$ cat src/hdl/hsa_pkg.sv
// Package for the HSV saturation adjust pipeline.
// Holds the widths and the stage record that the divider stages use. No dependencies.
package hsa_pkg;

   localparam int CH_BITS     = 8;
   localparam int FRAC_BITS   = 8;
   localparam int FACTOR_BITS = 16;
   localparam int K_BITS      = CH_BITS + FRAC_BITS;
   localparam int DEN_BITS    = CH_BITS + FRAC_BITS;
   localparam int NUM_BITS    = 2 * CH_BITS + FRAC_BITS;
   localparam int CHANNELS    = 3;

   // One transaction as it moves through the divider stages
   typedef struct packed {
      logic                                valid;
      logic                                gray;
      logic [CH_BITS-1:0]                  alpha;
      logic [CH_BITS-1:0]                  value;
      logic [CHANNELS-1:0][CH_BITS-1:0]    raw;
      logic [CHANNELS-1:0][NUM_BITS-1:0]   rem;
      logic [DEN_BITS-1:0]                 den;
      logic [CHANNELS-1:0][CH_BITS-1:0]    quo;
   } hsa_div_type;

endpackage

$ cat src/hdl/hsa_front.sv
// Front end of the saturation adjust pipeline: value and chroma, new chroma, numerators.
// Three register stages; depends on hsa_pkg.
module hsa_front import hsa_pkg::*; (
   input  logic                     clock,
   input  logic                     reset,
   input  logic                     en,
   input  logic                     in_valid,
   input  logic [CH_BITS-1:0]       red,
   input  logic [CH_BITS-1:0]       green,
   input  logic [CH_BITS-1:0]       blue,
   input  logic [CH_BITS-1:0]       alpha,
   input  logic [FACTOR_BITS-1:0]   factor,
   output hsa_div_type              out
);

   // stage 1: max, min, chroma
   logic                                s1_valid_ff;
   logic [CHANNELS-1:0][CH_BITS-1:0]    s1_raw_ff;
   logic [CH_BITS-1:0]                  s1_alpha_ff, s1_v_ff, s1_d_ff;
   logic [FACTOR_BITS-1:0]              s1_f_ff;
   logic [CH_BITS-1:0]                  mx_in, mn_in, rg_max, rg_min;

   always_comb begin
      rg_max = (red > green) ? red : green;
      rg_min = (red < green) ? red : green;
      mx_in  = (rg_max > blue) ? rg_max : blue;
      mn_in  = (rg_min < blue) ? rg_min : blue;
   end

   always_ff @(posedge clock) begin
      if (reset) begin
         s1_valid_ff <= 1'b0;
      end else if (en) begin
         s1_valid_ff <= in_valid;
      end
      if (en) begin
         s1_raw_ff   <= {blue, green, red};
         s1_alpha_ff <= alpha;
         s1_v_ff     <= mx_in;
         s1_d_ff     <= mx_in - mn_in;
         s1_f_ff     <= factor;
      end
   end

   // stage 2: new chroma clamped to value, and value times chroma
   logic                                s2_valid_ff;
   logic [CHANNELS-1:0][CH_BITS-1:0]    s2_raw_ff;
   logic [CH_BITS-1:0]                  s2_alpha_ff, s2_v_ff, s2_d_ff;
   logic [K_BITS-1:0]                   s2_k_ff;
   logic [2*CH_BITS-1:0]                s2_vd_ff;
   logic [CH_BITS+FACTOR_BITS-1:0]      kfull_in;
   logic [K_BITS-1:0]                   kmax_in, k_in;

   always_comb begin
      kfull_in = (CH_BITS+FACTOR_BITS)'(s1_d_ff) * (CH_BITS+FACTOR_BITS)'(s1_f_ff);
      kmax_in  = {s1_v_ff, {FRAC_BITS{1'b0}}};
      if (kfull_in > (CH_BITS+FACTOR_BITS)'(kmax_in)) begin
         k_in = kmax_in;
      end else begin
         k_in = kfull_in[K_BITS-1:0];
      end
   end

   always_ff @(posedge clock) begin
      if (reset) begin
         s2_valid_ff <= 1'b0;
      end else if (en) begin
         s2_valid_ff <= s1_valid_ff;
      end
      if (en) begin
         s2_raw_ff   <= s1_raw_ff;
         s2_alpha_ff <= s1_alpha_ff;
         s2_v_ff     <= s1_v_ff;
         s2_d_ff     <= s1_d_ff;
         s2_k_ff     <= k_in;
         s2_vd_ff    <= (2*CH_BITS)'(s1_v_ff) * (2*CH_BITS)'(s1_d_ff);
      end
   end

   // stage 3: rounded numerators over the shared denominator
   hsa_div_type s3_ff, s3_in;
   logic [NUM_BITS-1:0] base;

   always_comb begin
      base = {s2_vd_ff, {FRAC_BITS{1'b0}}}
           + NUM_BITS'({s2_d_ff, {(FRAC_BITS-1){1'b0}}});
      s3_in.valid = s2_valid_ff;
      s3_in.gray  = (s2_d_ff == '0);
      s3_in.alpha = s2_alpha_ff;
      s3_in.value = s2_v_ff;
      s3_in.raw   = s2_raw_ff;
      s3_in.den   = {s2_d_ff, {FRAC_BITS{1'b0}}};
      s3_in.quo   = '0;
      for (int c = 0; c < CHANNELS; c++) begin
         s3_in.rem[c] = base - NUM_BITS'(s2_k_ff) * NUM_BITS'(s2_v_ff - s2_raw_ff[c]);
      end
   end

   always_ff @(posedge clock) begin
      if (reset) begin
         s3_ff.valid <= 1'b0;
      end else if (en) begin
         s3_ff.valid <= s3_in.valid;
      end
      if (en) begin
         s3_ff.gray  <= s3_in.gray;
         s3_ff.alpha <= s3_in.alpha;
         s3_ff.value <= s3_in.value;
         s3_ff.raw   <= s3_in.raw;
         s3_ff.rem   <= s3_in.rem;
         s3_ff.den   <= s3_in.den;
         s3_ff.quo   <= s3_in.quo;
      end
   end

   assign out = s3_ff;

   a_valid_moves: assert property (@(posedge clock) disable iff (reset)
      en && s1_valid_ff |=> s2_valid_ff)
      else $error("stage 1 transaction lost on advance");

   a_chroma_bounded: assert property (@(posedge clock) disable iff (reset)
      s2_valid_ff |-> s2_k_ff <= {s2_v_ff, {FRAC_BITS{1'b0}}})
      else $error("new chroma exceeds value");

endmodule

$ cat src/hdl/hsa_div_stage.sv
// One restoring division step for all three channels: one quotient bit per stage.
// Depends on hsa_pkg.
module hsa_div_stage import hsa_pkg::*; (
   input  logic         clock,
   input  logic         reset,
   input  logic         en,
   input  hsa_div_type  in,
   output hsa_div_type  out
);

   hsa_div_type stage_ff, stage_in;
   logic [NUM_BITS-1:0] dshift;
   logic [NUM_BITS-1:0] diff;

   always_comb begin
      stage_in = in;
      dshift   = NUM_BITS'({in.den, {(CH_BITS-1){1'b0}}});
      diff     = '0;
      for (int c = 0; c < CHANNELS; c++) begin
         diff = in.rem[c] - dshift;
         if (in.rem[c] >= dshift) begin
            stage_in.rem[c] = {diff[NUM_BITS-2:0], 1'b0};
            stage_in.quo[c] = {in.quo[c][CH_BITS-2:0], 1'b1};
         end else begin
            stage_in.rem[c] = {in.rem[c][NUM_BITS-2:0], 1'b0};
            stage_in.quo[c] = {in.quo[c][CH_BITS-2:0], 1'b0};
         end
      end
   end

   always_ff @(posedge clock) begin
      if (reset) begin
         stage_ff.valid <= 1'b0;
      end else if (en) begin
         stage_ff.valid <= stage_in.valid;
      end
      if (en) begin
         stage_ff.gray  <= stage_in.gray;
         stage_ff.alpha <= stage_in.alpha;
         stage_ff.value <= stage_in.value;
         stage_ff.raw   <= stage_in.raw;
         stage_ff.rem   <= stage_in.rem;
         stage_ff.den   <= stage_in.den;
         stage_ff.quo   <= stage_in.quo;
      end
   end

   assign out = stage_ff;

endmodule

$ cat src/hdl/hsv_saturation_adjust.sv
// HSV saturation adjust for one RGBA pixel per transaction.
// Depends on hsa_pkg, hsa_front and hsa_div_stage.

// Takes one pixel per clock while no result waits on rsp_ready. Three front stages
// (max/min and chroma, new chroma multiply, numerator multiply) then eight
// restoring divider stages, one quotient bit each. The whole pipeline
// advances together and holds while a result waits on rsp_ready; the last
// divider stage is the output register.
module hsv_saturation_adjust import hsa_pkg::*; (
   input  logic                    clock,
   input  logic                    reset,
   input  logic                    req_valid,
   output logic                    req_ready,
   input  logic [CH_BITS-1:0]      req_red_in,
   input  logic [CH_BITS-1:0]      req_green_in,
   input  logic [CH_BITS-1:0]      req_blue_in,
   input  logic [CH_BITS-1:0]      req_alpha_in,
   input  logic [FACTOR_BITS-1:0]  req_sat_factor,
   output logic                    rsp_valid,
   input  logic                    rsp_ready,
   output logic [CH_BITS-1:0]      rsp_red_out,
   output logic [CH_BITS-1:0]      rsp_green_out,
   output logic [CH_BITS-1:0]      rsp_blue_out,
   output logic [CH_BITS-1:0]      rsp_alpha_out
);

   hsa_div_type chain [CH_BITS+1];
   logic        en;

   // advance unless a finished transaction is still waiting
   assign en        = !chain[CH_BITS].valid || rsp_ready;
   assign req_ready = en;

   hsa_front u_front (
      .clock    (clock),
      .reset    (reset),
      .en       (en),
      .in_valid (req_valid),
      .red      (req_red_in),
      .green    (req_green_in),
      .blue     (req_blue_in),
      .alpha    (req_alpha_in),
      .factor   (req_sat_factor),
      .out      (chain[0])
   );

   for (genvar i = 0; i < CH_BITS; i++) begin : g_div
      hsa_div_stage u_stage (
         .clock (clock),
         .reset (reset),
         .en    (en),
         .in    (chain[i]),
         .out   (chain[i+1])
      );
   end

   // gray pixels pass unchanged
   assign rsp_valid     = chain[CH_BITS].valid;
   assign rsp_red_out   = chain[CH_BITS].gray ? chain[CH_BITS].raw[0] : chain[CH_BITS].quo[0];
   assign rsp_green_out = chain[CH_BITS].gray ? chain[CH_BITS].raw[1] : chain[CH_BITS].quo[1];
   assign rsp_blue_out  = chain[CH_BITS].gray ? chain[CH_BITS].raw[2] : chain[CH_BITS].quo[2];
   assign rsp_alpha_out = chain[CH_BITS].alpha;

   a_below_value: assert property (@(posedge clock) disable iff (reset)
      rsp_valid |-> rsp_red_out <= chain[CH_BITS].value
                 && rsp_green_out <= chain[CH_BITS].value
                 && rsp_blue_out <= chain[CH_BITS].value)
      else $error("adjusted channel exceeds value");

endmodule

$ cat config.mk
export PLATFORM = sky130hd
export DESIGN_NAME = hsv_saturation_adjust
export DESIGN_NICKNAME = d
export VERILOG_FILES = /design/src/hdl/hsa_pkg.sv /design/src/hdl/hsa_front.sv /design/src/hdl/hsa_div_stage.sv /design/src/hdl/hsv_saturation_adjust.sv
export SDC_FILE = /design/constraint.sdc
export NUM_CORES = 2
export LEC_CHECK = 0
export BUFFER_PORTS_ARGS = -buffer_cell sky130_fd_sc_hd__buf_4
export CORE_ASPECT_RATIO = 1.4
export CORE_MARGIN = 3
export CORE_UTILIZATION = 60
export DETAILED_ROUTE_END_ITERATION = 8
export GPL_TIMING_DRIVEN = 0
export PLACE_DENSITY_LB_ADDON = 0.12
export REMOVE_ABC_BUFFERS = 1
export SLEW_MARGIN = 20
export SYNTH_ARGS = -nofsm -noshare
export SYNTH_HDL_FRONTEND = slang
export SYNTH_SLANG_ARGS = --single-unit
$ cat constraint.sdc
create_clock -name clock -period 74.9 [get_ports clock]
set_input_delay 11.235 -clock clock [delete_from_list [all_inputs] [get_ports clock]]
set_output_delay 11.235 -clock clock [all_outputs]
set_load 0.02 [all_outputs]
* Word level (Yosys, flattened, before mapping)
Index checks and enable logic that the tools add are counted.
** Storage, ports and cells
- Word-level logic and storage cells :: 247
- Bits in writable memories :: 0
- Latch bits :: 0
- Bits in registers :: 1200
- Memories :: 0
- Input bits :: 52
- ROM bits :: 0
** Cells by class
- Reduce and logical (&&, ||, !) cells :: 3
- Shift-type cells :: 0
- Mux-type cells :: 53
- Add/sub/neg operators :: 29
- Equality and inequality tests :: 0
- Bitwise gates (word level) :: 0
- Divide/modulo/power cells :: 0
- Order comparisons :: 29
- Multipliers :: 5
** Operators with widths (number)
- 24-bit by 23-bit >= comparator with 1-bit output :: 24
- 24-bit 2-to-1 mux :: 21
- 23-bit subtractor :: 21
- 16-bit by 24-bit multiplier with 24-bit output :: 3
- 24-bit subtractor :: 3
- 8-bit 2-to-1 mux :: 7
- 8-bit by 8-bit subtractor with 9-bit output :: 3
- 24-bit by 15-bit adder with 24-bit output :: 1
- 24-bit by 16-bit > comparator with 1-bit output :: 1
- 8-bit by 16-bit multiplier with 24-bit output :: 1
- 1-bit 2-to-1 mux :: 24
- 8-bit > comparator :: 2
- 8-bit less-than comparator :: 2
- 8-bit by 8-bit multiplier with 16-bit output :: 1
- 16-bit 2-to-1 mux :: 1
- 8-bit logical NOT :: 1
- 8-bit subtractor :: 1
- 1-bit logical NOT :: 1
- 1-bit logical OR :: 1

* Depth between registers and ports, before layout
- Word-level depth :: 5
- Mapped depth :: 34

* By module
From an unflattened synthesis, not the netlist that was laid out.
** Second synthesis, totals
- Cells, all modules :: 8096
- Area total of the unflattened synthesis :: 95863.2 um^2
** By module, submodules not included
- hsa_div_stage :: cells an instance 596, instances 8, area each 7793.7 um^2, sequential area each 4524.3 um^2
- hsa_front :: cells an instance 3300, instances 1, area each 33110.5 um^2, sequential area each 8017.7 um^2
- hsv_saturation_adjust :: cells an instance 28, instances 1, area each 402.9 um^2, sequential area each 0.0 um^2

* Worst setup path after synthesis
Ideal clock, no wire load.
- Path type :: input port to output port
- From :: input rsp_ready
- To :: output req_ready
- Data required time :: 63.665 ns
- Data arrival time :: 41.509 ns
- Cell stages on the path :: 3
- Slack :: 22.156 ns
- Path through :: nor2b_1 -> inv_1 -> clkbuf_1
** Between the ends
- Word-level cells in the longest chain between the ends :: 1
** Ends and longest elaborated chain
- start: declaration :: line hsv_saturation_adjust.sv:20 : input logic rsp_ready,
- 1-bit logical OR :: line hsv_saturation_adjust.sv:31 : assign en = !chain[CH_BITS].valid || rsp_ready;
- end: declaration :: line hsv_saturation_adjust.sv:13 : output logic req_ready,
No other way between the ends.

* Worst setup path after layout
Ends and elaborated chain as after synthesis.

==> metrics.txt <==
status=finished, final reports clean; period utilization=32.5%; Critical Path RT=63.67 ns; class of the tightest hold or removal check=reg -> reg; relative slew slack=21.2%; post-synth cell types=82; sequential area share after synthesis=46.1%; Bufs on Longest Clock Path=3; post-DR vias/cell=5.47; total grt overflow=0; share of flip-flops with an asynchronous set or reset=0%; max-slew violation count=0; WL per Instance=19.1 µm; CP arrival=13.13 ns; Starting Density=60.5%; Hold Vio Cnt, Final=0; wl on met1=50.5 mm; initial antenna violation count=0; cell depth of the worst setup path=5; Die X=300 µm; Worst R2R Path Depth=29; Max stage delay on crit path=0.77 ns; drt total wl=144 mm; clk_lat worst skew=0.74 ns; first-pass GRT wire length=233 mm; worst-path cell chain=buf_4, nor2b_1, inv_8, buf_16, buf_4; cell area after synthesis=72400 µm²; vias in the first global route=44600; hold path depth=0; CTS Root Cell=clkbuf_16; routability cong.=0.910; CTS H-tree lvls=3; CTS Buf Count=104; Worst setup EP type=primary output; DR top layer=met4; post-CTS setup buffer count=0; fin crit period=24.37 ns; initial detailed-routing violation count=2068; gr usage total=24.1%; cell family with most CP delay=buffers and inverters; Yosys reg bits=1116; met2 WL post-DR=80.6 mm; pin count of the biggest net entering global routing=123; number of synthesized flops with an enable pin=1105; Chip Height=417 µm; CTS tree=done; final setup violation count=0; Crit Path Class=in -> out; Filler cells=8941; most frequent cell on the critical path=buf_4; Port Buffers=85; CORE AREA=120000 µm²; Cells after Synth=5767; Area Overhead vs Synth=9.15%; Via Count=41500; clock-pin slew on the worst setup and hold paths=0.07 ns; Ports=86; yosys warns=0; Maximum Capacitance Violations=0; worst slew pin tran=1.18 ns; crit path buf inv count=4; WL met3=3.93 mm; DRC=0; RSZ-0062 raised after global routing=false; post-cts sizing count=0; layout cells sized above 1=8.08%; DRT Pass-1 Iters=5; die area=125000 µm²; clk sinks=1116; row count=150; NumNets Final=7144; Max stage delay cell, worst path=nor2b_1; Routed Antenna Nets=0; DPL Wire Length=113 mm; clk_skew=0.0772 ns; CP Max Fanout=99; ys flop type=edfxtp_1; Max Clk Rate=41.0 MHz; Hold Buf Count CTS=0; Setup TNS Final=0 ns; syn_area_per_cell=12.6 µm²; crit start category=input port
==> synth_stat cells (42+ instances only) <==
master    number  area (µm²)
nand2_1      425        1600
o21ai_0      146         731
a21oi_1      189         946
mux2_2       123        1390
fa_1         660       13200
mux2i_1       42         420
and2_1       246        1540
a21o_1        98         736
nor4_1        49         307
inv_1        983        3690
nor2b_1      135         845
nand2b_1      86         538
nor2_1       184         691
clkbuf_1     107         402
xnor2_1      193        1690
xor2_1        74         648
ha_1         541        6770
edfxtp_1    1105       33200
==> cells by family after synthesis <==
| family | after synthesis | share of synthesized area [%] |
|---|---|---|
| simple gates | 1316 | 9.40 |
| fa+ha+maj | 1201 | 27.6 |
| flops | 1116 | 46.1 |
| buf+inv | 1098 | 5.74 |
| compound gates | 596 | 5.22 |
| xor+xnor | 267 | 3.23 |
| mux | 173 | 2.66 |
==> cell usage in the layout (no fill, tap or decap), drive strengths merged, types with 10 or more instances in the layout <==
| master | n |
|---|---|
| mux2i | 43 |
| o21ai | 154 |
| a21o | 98 |
| nor2 | 189 |
| mux2 | 130 |
| nand4b | 14 |
| nand2 | 425 |
| nor3 | 38 |
| inv | 986 |
| xor2 | 74 |
| bufinv | 10 |
| o21bai | 12 |
| nor4 | 50 |
| clkinv | 45 |
| o211ai | 10 |
| ha | 541 |
| fa | 660 |
| edfxtp | 1105 |
| o21a | 15 |
| nand4 | 37 |
| xnor2 | 193 |
| clkbuf | 127 |
| a21boi | 29 |
| a21oi | 194 |
| buf | 133 |
| a211oi | 19 |
| and2 | 246 |
| nand3 | 30 |
| dfxtp | 11 |
| nor2b | 135 |
| nand2b | 86 |
==> routing by layer <==
layer | up-vias | track usage, %
met4 | 0 | 13.5
met2 | 715 | 46.3
met1 | 20800 | 25.5
met5 | - | 0
li1 | 19600 | -
met3 | 333 | 2.55
==> flip-flops by register name (all words and copies together) (netlist names), 16 cells and up <==
signal and flops:
g_div.u_stage.out 856, u_front.out 114, u_front.s1_raw_ff 24, u_front.s2_raw_ff 24, u_front.s1_f_ff 16, u_front.s2_k_ff 16
u_front.s2_vd_ff 16
==> path summary, 6_finish.rpt <==
path              slack, ns                   endpoint                 startpoint
setup reg to reg      65.78            u_front.out[62]         u_front.s2_v_ff[0]
hold / removal         0.39  g_div[1].u_stage.out[131]  g_div[0].u_stage.out[131]
hold reg to reg        0.39  g_div[1].u_stage.out[131]  g_div[0].u_stage.out[131]
setup / recovery      50.53                  req_ready                  rsp_ready
==> per-stage QoR <==
stage / cells / hold slack (ns) / setup WS (ns) / cell area, µm² / utilization [%]
floorplan: 5652 / 0.400 / 30.89 / 71900 / -
global placement: 7333 / 0.400 / 21.39 / 74600 / 62.4
detailed placement: 7381 / 0.405 / 50.53 / 75500 / 63.2
CTS: 7575 / 0.388 / 50.53 / 79000 / 66.1
global route: 7575 / 0.388 / 50.34 / 79000 / 66.1
finish: 7576 / 0.391 / 50.53 / 79000 / 66.1
==> final cells by class <==
| class | instances | area (µm²) | share of cell area [%] |
|---|---|---|---|
| multi-input combinational | 3553 | 35000 | 44.3 |
| sequential | 1116 | 33400 | 42.3 |
| inverter | 983 | 3700 | 4.68 |
| clock buffer | 127 | 2690 | 3.40 |
| tap | 1596 | 2000 | 2.53 |
| timing repair buffer | 133 | 1440 | 1.83 |
| clock inverter | 67 | 790 | 0.999 |
| antenna | 1 | 2.50 | 0.00317 |
Power is left out: the tool's default activity adds up to more than one toggle a clock period on the data nets, which glitch-free logic cannot reach.
